$ cat src/rtl/dqtm_pkg.sv
// Shared types and command codes for the delta-list timer queue.
package dqtm_pkg;

    localparam logic [1:0] FUNC_START = 2'd0;
    localparam logic [1:0] FUNC_CLOSE = 2'd1;
    localparam logic [1:0] FUNC_TICK  = 2'd2;

    localparam logic [0:0] CFG_MIN_TIMEOUT = 1'd0;
    localparam logic [0:0] CFG_MAX_TIMEOUT = 1'd1;

    localparam int unsigned TIMEOUT_W = 16;

    // Control from the sequencer to every cell of the chain.
    typedef struct packed {
        logic shift;     // every cell takes its upstream neighbour's contents
        logic load;      // every cell takes its load input: the next cell's contents on a pop, else its own
    } dqtm_cell_ctrl_t;

endpackage

$ cat src/rtl/delta_queue_timer_manager_core.sv
// Top level of the delta-list timer queue: sequencer, reload store and cell chain.
//
//  channel   signals                                         transaction when
//  command   start, busy, func..irq_pending                  start && !busy
//  config    cfg_valid, cfg_ready, cfg_index, cfg_data       cfg_valid && cfg_ready
//  result    result_strobe, fired_valid..last                result_strobe
//
// The list sits in a ring of NUM_TIMERS cells, packed from cell 0; a walk rotates
// the ring once. A start walks it to remove, then to insert; a close walks it to
// remove; an ignored command goes straight to the final result. A tick on a
// non-empty list walks once to spill the elapsed time, then pops each expired
// timer and walks again to put each periodic one back.
// Reset empties the list and restores the registers; there is no clearing pass.
// The final result is on the ports in the last busy cycle; the receiver cannot stall.
module delta_queue_timer_manager_core #(
    parameter int unsigned NUM_TIMERS  = 16,
    parameter int unsigned DELAY_WIDTH = 32
) (
    input  logic                              clk,
    input  logic                              rst_n,
    input  logic                              start,
    output logic                              busy,
    input  logic [1:0]                        func,
    input  logic [3:0]                        timer_id,
    input  logic [31:0]                       first_delay,
    input  logic [31:0]                       reload_delay,
    input  logic [15:0]                       hw_counter,
    input  logic [15:0]                       elapsed_ticks,
    input  logic                              irq_pending,
    input  logic                              cfg_valid,
    output logic                              cfg_ready,
    input  logic [0:0]                        cfg_index,
    input  logic [15:0]                       cfg_data,
    output logic                              result_strobe,
    output logic                              fired_valid,
    output logic [3:0]                        fired_id,
    output logic                              program_valid,
    output logic [15:0]                       program_interval,
    output logic                              last
);
    import dqtm_pkg::*;

    localparam int unsigned ID_W = (NUM_TIMERS > 1) ? $clog2(NUM_TIMERS) : 1;
    localparam int unsigned DW   = DELAY_WIDTH;

    localparam logic [2:0] ST_IDLE   = 3'd0;
    localparam logic [2:0] ST_REMOVE = 3'd1;
    localparam logic [2:0] ST_INSERT = 3'd2;
    localparam logic [2:0] ST_SPILL  = 3'd3;
    localparam logic [2:0] ST_FIRE   = 3'd4;
    localparam logic [2:0] ST_RELOAD = 3'd5;
    localparam logic [2:0] ST_FINAL  = 3'd6;

    logic [2:0]      state_reg, state_next;
    logic [1:0]      func_reg, func_next;
    logic [ID_W-1:0] sid_reg, sid_next;
    logic [15:0]     hw_reg, hw_next;
    logic            pend_reg, pend_next;
    logic [DW-1:0]   acc_reg, acc_next;
    logic            hit_reg, hit_next;
    logic            carry_v_reg, carry_v_next;
    logic [ID_W-1:0] carry_id_reg, carry_id_next;
    logic [DW-1:0]   carry_d_reg, carry_d_next;
    logic [ID_W-1:0] cnt_reg, cnt_next;
    logic            touched_reg, touched_next;
    logic [15:0]     min_reg, min_next;
    logic [15:0]     max_reg, max_next;

    logic [DW-1:0]   reload_mem [NUM_TIMERS];
    logic [DW-1:0]   reload_rd_reg;
    logic            reload_we;

    dqtm_cell_ctrl_t ctrl;
    logic            c_valid [NUM_TIMERS];
    logic [ID_W-1:0] c_id    [NUM_TIMERS];
    logic [DW-1:0]   c_delta [NUM_TIMERS];
    logic            in_valid;
    logic [ID_W-1:0] in_id;
    logic [DW-1:0]   in_delta;
    logic            pop;

    logic            head_v;
    logic [ID_W-1:0] head_i;
    logic [DW-1:0]   head_d;
    logic            pass_end;
    logic            match;
    logic            id_ok;
    logic            accept;
    logic [DW-1:0]   fin_d;
    logic [15:0]     fin_int;
    logic            fin_prog;

    // Cell 0 is the head; the chain shifts towards it and the tail takes in_*.
    // A load either pops the head or rewrites the head delta in place.
    genvar g;
    generate
        for (g = 0; g < NUM_TIMERS; g++)
        begin : g_cell
            logic             up_v;
            logic [ID_W-1:0]  up_i;
            logic [DW-1:0]    up_d;
            logic             ld_v;
            logic [ID_W-1:0]  ld_i;
            logic [DW-1:0]    ld_d;
            if (g == NUM_TIMERS - 1)
            begin : g_tail
                assign up_v = in_valid;
                assign up_i = in_id;
                assign up_d = in_delta;
                assign ld_v = pop ? 1'b0 : c_valid[g];
                assign ld_i = c_id[g];
                assign ld_d = c_delta[g];
            end
            else if (g == 0)
            begin : g_head
                assign up_v = c_valid[1];
                assign up_i = c_id[1];
                assign up_d = c_delta[1];
                assign ld_v = pop ? c_valid[1] : c_valid[0];
                assign ld_i = pop ? c_id[1] : c_id[0];
                assign ld_d = pop ? c_delta[1] : fin_d;
            end
            else
            begin : g_body
                assign up_v = c_valid[g+1];
                assign up_i = c_id[g+1];
                assign up_d = c_delta[g+1];
                assign ld_v = pop ? c_valid[g+1] : c_valid[g];
                assign ld_i = pop ? c_id[g+1] : c_id[g];
                assign ld_d = pop ? c_delta[g+1] : c_delta[g];
            end
            dqtm_cell #(.ID_W(ID_W), .DLY_W(DW)) u_cell (
                .clk      (clk),
                .rst_n    (rst_n),
                .ctrl     (ctrl),
                .up_valid (up_v),
                .up_id    (up_i),
                .up_delta (up_d),
                .ld_valid (ld_v),
                .ld_id    (ld_i),
                .ld_delta (ld_d),
                .valid    (c_valid[g]),
                .id       (c_id[g]),
                .delta    (c_delta[g])
            );
        end
    endgenerate

    assign head_v    = c_valid[0];
    assign head_i    = c_id[0];
    assign head_d    = c_delta[0];
    assign pass_end  = (cnt_reg == ID_W'(NUM_TIMERS - 1));
    assign match     = head_v && (head_i == sid_reg);
    assign id_ok     = (32'(timer_id) < 32'(NUM_TIMERS));
    assign busy      = (state_reg != ST_IDLE);
    assign cfg_ready = !busy;
    assign accept    = start && !busy;
    assign pop       = (state_reg == ST_FIRE);

    // Interval update from the head of the list.
    always_comb
    begin
        fin_d    = head_d;
        fin_prog = 1'b0;
        fin_int  = '0;
        if (touched_reg)
        begin
            if (!head_v)
            begin
                fin_prog = 1'b1;
                fin_int  = max_reg;
            end
            else if (!pend_reg)
            begin
                if (head_d < DW'(hw_reg) || head_d < DW'(min_reg))
                begin
                    fin_d = DW'(min_reg);
                end
                else
                begin
                    fin_d = head_d - DW'(hw_reg);
                end
                fin_prog = 1'b1;
                fin_int  = (fin_d > DW'(max_reg)) ? max_reg : fin_d[15:0];
            end
        end
    end

    always_comb
    begin
        state_next       = state_reg;
        func_next        = func_reg;
        sid_next         = sid_reg;
        hw_next          = hw_reg;
        pend_next        = pend_reg;
        acc_next         = acc_reg;
        hit_next         = hit_reg;
        carry_v_next     = carry_v_reg;
        carry_id_next    = carry_id_reg;
        carry_d_next     = carry_d_reg;
        cnt_next         = cnt_reg;
        touched_next     = touched_reg;
        min_next         = min_reg;
        max_next         = max_reg;
        ctrl             = '0;
        in_valid         = head_v;
        in_id            = head_i;
        in_delta         = head_d;
        reload_we        = 1'b0;
        result_strobe    = 1'b0;
        fired_valid      = 1'b0;
        fired_id         = '0;
        program_valid    = 1'b0;
        program_interval = '0;
        last             = 1'b0;
        if (cfg_valid && cfg_ready)
        begin
            if (cfg_index == CFG_MIN_TIMEOUT)
            begin
                min_next = cfg_data;
            end
            else
            begin
                max_next = cfg_data;
            end
        end
        case (state_reg)
            ST_IDLE:
            begin
                if (accept)
                begin
                    func_next    = func;
                    sid_next     = ID_W'(timer_id);
                    hw_next      = hw_counter;
                    pend_next    = irq_pending;
                    acc_next     = (func == FUNC_TICK) ? DW'(elapsed_ticks)
                                                       : DW'(first_delay) + DW'(hw_counter);
                    hit_next     = 1'b0;
                    carry_v_next = 1'b0;
                    cnt_next     = '0;
                    touched_next = 1'b0;
                    if ((func == FUNC_START || func == FUNC_CLOSE) && id_ok)
                    begin
                        reload_we    = (func == FUNC_START);
                        touched_next = (func == FUNC_START);
                        state_next   = ST_REMOVE;
                    end
                    else if (func == FUNC_TICK && head_v)
                    begin
                        touched_next = 1'b1;
                        state_next   = ST_SPILL;
                    end
                    else
                    begin
                        state_next = ST_FINAL;
                    end
                end
            end
            ST_REMOVE:
            begin
                // Once the slot is passed, every later entry moves up one cell.
                ctrl.shift = 1'b1;
                if (hit_reg)
                begin
                    in_valid = c_valid[1];
                    in_id    = c_id[1];
                    in_delta = c_delta[1];
                end
                else if (match)
                begin
                    hit_next = 1'b1;
                    in_valid = c_valid[1];
                    in_id    = c_id[1];
                    in_delta = c_valid[1] ? c_delta[1] + head_d : c_delta[1];
                end
                cnt_next = cnt_reg + 1'b1;
                if (pass_end)
                begin
                    if (hit_reg || match)
                    begin
                        in_valid = 1'b0;
                    end
                    cnt_next = '0;
                    hit_next = 1'b0;
                    if (func_reg == FUNC_START)
                    begin
                        state_next = ST_INSERT;
                    end
                    else
                    begin
                        touched_next = hit_reg || match;
                        state_next   = ST_FINAL;
                    end
                end
            end
            ST_INSERT:
            begin
                // After the new entry goes in, each entry is held back one cell.
                ctrl.shift = 1'b1;
                if (!hit_reg)
                begin
                    if (!head_v || head_d > acc_reg)
                    begin
                        in_valid      = 1'b1;
                        in_id         = sid_reg;
                        in_delta      = acc_reg;
                        hit_next      = 1'b1;
                        carry_v_next  = head_v;
                        carry_id_next = head_i;
                        carry_d_next  = head_d - acc_reg;
                    end
                    else
                    begin
                        acc_next = acc_reg - head_d;
                    end
                end
                else
                begin
                    in_valid      = carry_v_reg;
                    in_id         = carry_id_reg;
                    in_delta      = carry_d_reg;
                    carry_v_next  = head_v;
                    carry_id_next = head_i;
                    carry_d_next  = head_d;
                end
                cnt_next = cnt_reg + 1'b1;
                if (pass_end)
                begin
                    cnt_next     = '0;
                    hit_next     = 1'b0;
                    carry_v_next = 1'b0;
                    state_next   = (func_reg == FUNC_TICK) ? ST_FIRE : ST_FINAL;
                end
            end
            ST_SPILL:
            begin
                ctrl.shift = 1'b1;
                if (head_v && !hit_reg)
                begin
                    if (head_d >= acc_reg)
                    begin
                        in_delta = head_d - acc_reg;
                        hit_next = 1'b1;
                    end
                    else
                    begin
                        acc_next = acc_reg - head_d;
                        in_delta = '0;
                    end
                end
                cnt_next = cnt_reg + 1'b1;
                if (pass_end)
                begin
                    cnt_next   = '0;
                    hit_next   = 1'b0;
                    state_next = ST_FIRE;
                end
            end
            ST_FIRE:
            begin
                if (head_v && head_d == '0)
                begin
                    ctrl.load     = 1'b1;
                    result_strobe = 1'b1;
                    fired_valid   = 1'b1;
                    fired_id      = 4'(head_i);
                    sid_next      = head_i;
                    state_next    = ST_RELOAD;
                end
                else
                begin
                    state_next = ST_FINAL;
                end
            end
            ST_RELOAD:
            begin
                if (reload_rd_reg != '0)
                begin
                    acc_next     = reload_rd_reg;
                    hit_next     = 1'b0;
                    carry_v_next = 1'b0;
                    cnt_next     = '0;
                    state_next   = ST_INSERT;
                end
                else
                begin
                    state_next = ST_FIRE;
                end
            end
            ST_FINAL:
            begin
                result_strobe    = 1'b1;
                last             = 1'b1;
                program_valid    = fin_prog;
                program_interval = fin_int;
                if (touched_reg && head_v && !pend_reg)
                begin
                    ctrl.load = 1'b1;
                end
                state_next = ST_IDLE;
            end
            default:
            begin
                state_next = ST_IDLE;
            end
        endcase
    end

    always_ff @(posedge clk or negedge rst_n)
    begin
        if (!rst_n)
        begin
            state_reg    <= ST_IDLE;
            func_reg     <= FUNC_START;
            sid_reg      <= '0;
            hw_reg       <= '0;
            pend_reg     <= 1'b0;
            acc_reg      <= '0;
            hit_reg      <= 1'b0;
            carry_v_reg  <= 1'b0;
            carry_id_reg <= '0;
            carry_d_reg  <= '0;
            cnt_reg      <= '0;
            touched_reg  <= 1'b0;
            min_reg      <= 16'd2;
            max_reg      <= 16'd65535;
        end
        else
        begin
            state_reg    <= state_next;
            func_reg     <= func_next;
            sid_reg      <= sid_next;
            hw_reg       <= hw_next;
            pend_reg     <= pend_next;
            acc_reg      <= acc_next;
            hit_reg      <= hit_next;
            carry_v_reg  <= carry_v_next;
            carry_id_reg <= carry_id_next;
            carry_d_reg  <= carry_d_next;
            cnt_reg      <= cnt_next;
            touched_reg  <= touched_next;
            min_reg      <= min_next;
            max_reg      <= max_next;
        end
    end

    always_ff @(posedge clk)
    begin
        reload_rd_reg <= reload_mem[head_i];
        if (reload_we)
        begin
            reload_mem[ID_W'(timer_id)] <= DW'(reload_delay);
        end
    end

    assert property (@(posedge clk) disable iff (!rst_n)
        (start && !busy) |=> busy)
        else $error("command accepted without going busy");
    assert property (@(posedge clk) disable iff (!rst_n)
        (result_strobe && last) |=> !busy)
        else $error("busy after final result");
    assert property (@(posedge clk) disable iff (!rst_n)
        (result_strobe && fired_valid) |-> !last)
        else $error("fired result marked last");
endmodule

$ cat src/rtl/dqtm_cell.sv
// One cell of the timer chain: a slot number, its delta and a valid bit.
module dqtm_cell #(
    parameter int unsigned ID_W  = 4,
    parameter int unsigned DLY_W = 32
) (
    input  logic                     clk,
    input  logic                     rst_n,
    input  dqtm_pkg::dqtm_cell_ctrl_t ctrl,
    input  logic                     up_valid,
    input  logic [ID_W-1:0]          up_id,
    input  logic [DLY_W-1:0]         up_delta,
    input  logic                     ld_valid,
    input  logic [ID_W-1:0]          ld_id,
    input  logic [DLY_W-1:0]         ld_delta,
    output logic                     valid,
    output logic [ID_W-1:0]          id,
    output logic [DLY_W-1:0]         delta
);
    import dqtm_pkg::*;

    logic             valid_reg, valid_next;
    logic [ID_W-1:0]  id_reg, id_next;
    logic [DLY_W-1:0] delta_reg, delta_next;

    always_comb
    begin
        valid_next = valid_reg;
        id_next    = id_reg;
        delta_next = delta_reg;
        if (ctrl.load)
        begin
            valid_next = ld_valid;
            id_next    = ld_id;
            delta_next = ld_delta;
        end
        else if (ctrl.shift)
        begin
            valid_next = up_valid;
            id_next    = up_id;
            delta_next = up_delta;
        end
    end

    always_ff @(posedge clk or negedge rst_n)
    begin
        if (!rst_n)
        begin
            valid_reg <= 1'b0;
        end
        else
        begin
            valid_reg <= valid_next;
        end
    end

    always_ff @(posedge clk)
    begin
        id_reg    <= id_next;
        delta_reg <= delta_next;
    end

    assign valid = valid_reg;
    assign id    = id_reg;
    assign delta = delta_reg;
endmodule

$ cat config.mk
export PLATFORM = sky130hd
export DESIGN_NAME = delta_queue_timer_manager_core
export DESIGN_NICKNAME = d
export VERILOG_FILES = /design/src/rtl/dqtm_pkg.sv /design/src/rtl/delta_queue_timer_manager_core.sv /design/src/rtl/dqtm_cell.sv
export SDC_FILE = /design/constraint.sdc
export NUM_CORES = 2
export LEC_CHECK = 0
export BUFFER_PORTS_ARGS = -buffer_cell sky130_fd_sc_hd__buf_4
export CAP_MARGIN = 20
export CORE_MARGIN = 2
export CORE_UTILIZATION = 35
export DETAILED_ROUTE_END_ITERATION = 6
export PLACE_DENSITY_LB_ADDON = 0.2
export SLEW_MARGIN = 25
export SYNTH_ARGS = -nofsm -noshare
export SYNTH_HDL_FRONTEND = slang
export SYNTH_SLANG_ARGS = --single-unit
$ cat constraint.sdc
create_clock -name clk -period 15.3 [get_ports clk]
set_input_delay 3.06 -clock clk [delete_from_list [all_inputs] [get_ports clk]]
set_output_delay 3.06 -clock clk [all_outputs]
set_load 0.01 [all_outputs]
# After elaboration in Yosys (flattened, before gate mapping)
# Memory sizes are Yosys's and may differ from the RTL's. A register that Yosys moved wholly into a read port is not among the register bits.
# Index checks and enable logic that the tools add are counted.
# word_totals
n_memories	1
ramBits	512
word_cells	390
reg_bits	725
input_bits	124
# mem_list
memory	depth	word_bits	rd	rd_clocked_by_memory_dff	write_ports	line_no	source
reload_mem	16	32	1	1	1	delta_queue_timer_manager_core.sv:69	logic [DW-1:0] reload_mem [NUM_TIMERS];
# classes
muxes	240
n_addsub	6
n_lt_le_gt_ge	5
n_reduce_logical	45
eq_ne	29
n_bitwise	2
# ops
op	count
$mux W32	68
$mux W4	58
$pmux W32 S4	1
$pmux W32 S3	1
$mux W1	87
$mux W16	5
$lt A32 B16 Y1	2
$sub A32 B32 Y32	2
$add A32 B16 Y32	1
$add A32 B32 Y32	1
$ge A32 B32 Y1	1
$gt A32 B16 Y1	1
$gt A32 B32 Y1	1
$logic_not A32 Y1	1
$reduce_bool A32 Y1	1
$sub A32 B16 Y32	1
$mux W3	8
$ne A2 B2 Y1 const B	10
$pmux W3 S6	1
$pmux W4 S2	2
$reduce_and A4 Y1	4
$pmux W4 S3	1
$reduce_and A2 Y1	6
$eq A3 B3 Y1 const B	3
other kinds (30)	60

# Logic depth before layout (Yosys ltp)
# logic_depth
ltp_word	12
ltp_mapped	24
mapped_depth_nobuf	21

# Modules after synthesis
# Synthesis repeated with hierarchy kept, for this count alone.
# unflattened
hier_cells	6217
hier_area_um2	69546.7
# by_module_without_submodules
module	cells_each	area_each_um2	instances
delta_queue_timer_manager_core	4921	43942.1	1
dqtm_cell	81	1600.3	16

# Worst setup path before layout
# No wires, ideal clock.
# synth_path
kind	reg2reg
startpoint	register g_cell[0].u_cell.delta_reg[25]
endpoint	register g_cell[1].u_cell.valid_reg
t_arrival_ns	12.768
setup_time_ns	0.587
t_required_ns	14.713
path_slack_ns	1.945
path_stages_with_launch	12
n_path_buf	3
path_cell_list	edfxtp_1 > buf_6 > or3_4 > or3_1 > or4_4 > nor3_2 > and2_1 > buf_4 > nor2_4 > buf_6 > inv_1 > o21ai_0
# synth_between
elab_chain_len	6
elab_cells_between_ends	8
classes_between	eq/ne: 1; mux: 3; reduce/logical: 4
# synth_rtl
item	line_no	source
from (decl)	dqtm_cell.sv:23	logic [DLY_W-1:0] delta_reg, delta_next;
from (signal assigned)	dqtm_cell.sv:59	delta_reg <= delta_next;
$logic_not A32 Y1 (*)	delta_queue_timer_manager_core.sv:361	if (head_v && head_d == '0)
$logic_and A1 B1 Y1 (*)	delta_queue_timer_manager_core.sv:361	
$mux W1 (*)	delta_queue_timer_manager_core.sv:361	
$pmux W1 S2 (*)	delta_queue_timer_manager_core.sv:227	case (state_reg)
$ne A2 B1 Y1 (no line) / $reduce_bool A2 Y1 (equally long branches)	-	
$reduce_and A2 Y1 (no line)	-	
to (signal assigned)	dqtm_cell.sv:52	valid_reg <= valid_next;
to (decl)	dqtm_cell.sv:21	logic valid_reg, valid_next;
# Every way passes the cells marked *; elsewhere a longest branch is shown, timed or not.
# A chain may end at the register's enable or synchronous reset.

# Final worst setup path
# layout_path
startpoint	register g_cell[0].u_cell.delta_reg[0]
endpoint	output port program_interval[6]
# layout_between
elab_chain_len	12
elab_cells_between_ends	14
classes_between	add/sub: 1; order compare: 3; mux: 9; reduce/logical: 1
# layout_rtl
item	line_no	source
$lt A32 B16 Y1	delta_queue_timer_manager_core.sv:175	if (head_d < DW'(hw_reg) || head_d < DW'(min_reg))
$logic_or A1 B1 Y1	delta_queue_timer_manager_core.sv:175	
$mux W32 (*)	delta_queue_timer_manager_core.sv:175	
$mux W32 (*)	delta_queue_timer_manager_core.sv:173	else if (!pend_reg)
$mux W32 (*)	delta_queue_timer_manager_core.sv:168	if (!head_v)
$mux W32 (*)	delta_queue_timer_manager_core.sv:166	if (touched_reg)
$gt A32 B16 Y1	delta_queue_timer_manager_core.sv:184	fin_int = (fin_d > DW'(max_reg)) ? max_reg : fin_d[15:0];
$mux W16 (*)	delta_queue_timer_manager_core.sv:184	
$mux W16 (*)	delta_queue_timer_manager_core.sv:173	
$mux W16 (*)	delta_queue_timer_manager_core.sv:168	
$mux W16 (*)	delta_queue_timer_manager_core.sv:166	
$mux W16 (*)	delta_queue_timer_manager_core.sv:227	
to (decl)	delta_queue_timer_manager_core.sv:38	output logic [15:0] program_interval,
# Every way passes the cells marked *; elsewhere a longest branch is shown, timed or not. The select of a mux whose other input is x is not followed.

==> flow_metrics.py <==
metrics = {
    "status": {
        "outcome": "complete, no violations",
    },
    "logic_synthesis": {
        "yosys-top-cells-count": "edfxtp_1 (1088), nand2_1 (313), o21ai_0 (237)",
        "syn_avg_cell_area_sq_um": 14.31,
        "yosys.area.top_type": "edfxtp_1",
        "synthCells": 3921,
        "synth-seq-cells": 1269,
        "synth_edf_count": 1088,
        "synth_seq_area_share_pct": 66.05,
        "synthArstFlopShare_pct": 11.74,
        "synth_top_flop_cell": "edfxtp_1",
        "most_frequently_used_cell_type_in_the_post_synthesis_netlist": "edfxtp_1",
        "synthesized_nets": 4208,
        "mapped_cell_area_sq_um": 56110,
        "yosys_synthesis_warning_count": 0,
        "proportion_of_netlist_area_held_by_the_largest_area_contributor_pct": 58.22,
        "yosys-top-cells-area": "edfxtp_1 (58%), mux4_2 (6.4%), dfrtp_1 (5.9%)",
        "post_synth_num_cell_types": 94,
    },
    "drt": {
        "drt-initial-drc-count": 3281,
        "mean_number_of_vias_per_cell": 5.490,
        "detail-route-antenna-nets": 0,
        "dr.pass1.iters": 6,
        "postRouteWirelength_um": 163300,
        "wire_per_inst_um": 26.07,
        "drc_markers": 0,
        "routed-via-count": 34380,
    },
    "flow_run": {
        "drv.max_cap_violation_count": 0,
    },
    "clock_tree": {
        "h-tree-depth": 4,
        "ctsResizeCount": 0,
        "cts.path.max_buffers": 3,
        "postCtsSetupRepairBufs": 0,
        "cts.clk_slew.worst_paths_ps": 60,
        "clock_tree_from_tritoncts": "done",
        "worst_skew_pair.late_latency_ps": 800,
        "number_of_buffers_created_by_cts": 136,
        "hold_buffer_count_at_cts": 0,
        "clkSinkCount": 1269,
        "cts_root_buf": "clkbuf_16",
    },
    "placement": {
        "pre_cts_slack_ps": 5340,
        "port_bufs": 149,
        "hpwl_um": 110000,
        "gp_congestion": 0.9253,
    },
    "worst_setup_path": {
        "start_kind": "flop",
        "critical_path_endpoint_category": "output port",
        "cp_max_fo": 20,
        "critical_setup_path_class": "reg -> out",
        "timing.critical_path.required_ps": 12240,
        "worst-endpoint-arrival_ps": 7770,
        "reg2reg_slack_ps": 8890,
    },
    "global_route": {
        "grt.total_usage_pct": 19.84,
        "overflow": 0,
        "global_route_wire_length_before_repair_um": 236900,
        "grt_max_degree": 177,
        "grt_pass1_vias": 34100,
        "initial_antenna_violation_count": 23,
    },
    "power": {
        "cellLeakagePower_nw": 23.04,
        "power-per-cell-area_nw_per_um2": 249.8,
        "vdd_drop_max_mv": 0.1801,
    },
    "floorplanning": {
        "placement_rows": 146,
        "floorplan.core_area_sq_um": 158700,
        "dieWidth_um": 404.4,
        "die-area_sq_um": 163500,
        "initial_utilization_pct": 35.35,
        "io_pins": 150,
        "die-height_um": 404.4,
    },
    "sta": {
        "tns_ps": 0,
        "final_period_util_pct": 70.80,
        "finalWorstPathRequiredPeriod_ps": 10830,
        "setup-violations-final": 0,
        "timing_worst_slew_pin_value_ps": 1146,
        "grt_setup_unrepaired": "false",
        "finalWorstSetupSlack_ps": 4467,
        "worst_clock_skew_ps": 50.32,
        "slew_headroom_pct": 23.43,
        "finalHoldViolCount": 0,
        "maximum_operating_frequency_mhz": 92.31,
        "slew_violations": 0,
    },
    "final_layout": {
        "num_antenna_cells": 0,
        "synthToLayoutAreaGrowth_pct": 14.52,
        "final_stage_net_count": 4365,
        "fraction_of_final_layout_cells_with_drive_strength_greater_than_1_pct": 17.08,
    },
    "hold_path": {
        "worstHoldPathType": "reg -> reg",
    },
}
==> metrics by stage <==
step / utilization [%] / power, mW / area, sq um / hold slack [ps] / std cells
6_report: 40.48 / 16.05 / 64260 / 399.7 / 6263
5_1_grt: 40.48 / 16.94 / 64260 / 403.8 / 6263
4_1_cts: 40.48 / 16.09 / 64260 / 399.6 / 6263
3_5_place_dp: 37.64 / 12.69 / 59740 / 404.5 / 6012
3_3_place_gp: 37.63 / 12.69 / 59730 / 400.6 / 6012
2_1_floorplan: - / 10.69 / 56110 / 400.3 / 3921
==> layout make-up <==
type                            count  area, sq um
Clock inverter                     67        739.5
Tap cell                         2072         2592
Inverter                          179        679.4
Timing Repair Buffer              212         1633
Multi-Input combinational cell   2280        17780
Sequential cell                  1269        37060
Clock buffer                      184         3779
Fill cell                       14620        94480
==> path summary, 6_finish.rpt <==
path                                                        from                                    end  depth (start not counted)
min in group asynchronous                                  rst_n     g_cell[9].u_cell.valid$_DFFE_PN0P_                          1
min                        g_cell[10].u_cell.delta[18]$_DFFE_PP_   g_cell[9].u_cell.delta[18]$_DFFE_PP_                          0
max in group asynchronous                                  rst_n            carry_d_reg[27]$_DFFE_PN0P_                          2
min reg2reg                g_cell[10].u_cell.delta[18]$_DFFE_PP_   g_cell[9].u_cell.delta[18]$_DFFE_PP_                          0
max                          g_cell[0].u_cell.delta[0]$_DFFE_PP_                    program_interval[6]                         22
max reg2reg                 g_cell[0].u_cell.delta[25]$_DFFE_PP_  g_cell[10].u_cell.delta[19]$_DFFE_PP_                          9
==> placed cells by master (no fill, tap or decap), types with 33 or more instances in the layout <==
cell type,count
ha_1,158
xnor2_1,72
buf_4,208
clkbuf_16,140
mux4_2,160
nor2_1,191
edfxtp_1,1088
inv_1,173
a21oi_1,203
mux2_2,44
a21o_1,59
mux2i_1,71
nand3_1,55
clkbuf_1,33
xor2_1,44
o21ai_0,236
a211oi_1,34
dfrtp_1,131
a31oi_1,35
nand2_1,311
nor3_1,46
nand4_1,35
==> metal layers <==
| layer | up-vias | wire, um | track usage, % |
|---|---|---|---|
| li1 | 15440 | - | - |
| met1 | 17550 | 71760 | 26.96 |
| met2 | 1050 | 75690 | 31.30 |
| met3 | 315 | 9622 | 3.905 |
| met4 | 28 | 6078 | 7.777 |
| met5 | - | 161 | 0 |
==> power by group <==
group | switching (mW) | leakage, nW | internal [mW]
sequential | 0.693 | 12.3 | 5.38
clock | 1.41 | 2.19 | 1.91
combinational | 4.31 | 8.54 | 2.36
total | 6.41 | 23.0 | 9.65
==> cell families (layout without fill, tap and decap cells) <==
kind of cell    count (synthesis)  in the layout  synth area share (%)
buf+inv                       372            642                 2.578
fa+ha+maj                     163            163                 3.701
simple gates                  841            841                 6.979
mux                           277            277                 8.612
compound gates                883            883                 10.27
xor+xnor                      116            116                 1.811
flops                        1269           1269                 66.05
==> worst max-delay path, stage by stage (launching register included) <==
cell and delay [ps]:
edfxtp_1 520, inv_1 160, ha_1 170, inv_1 50
fa_1 420, a211oi_1 360, o211ai_1 270, a21oi_2 480
o21ai_0 350, o21ai_0 190, nor2b_1 150, buf_4 290
mux2_2 410, ha_1 300, nor2b_1 130, o211ai_1 170
a2111oi_0 130, o31ai_1 600, o2111ai_1 300, or4_4 640
a21oi_4 450, mux2i_1 250, buf_4 140
Power figures use the tool's default switching activity.
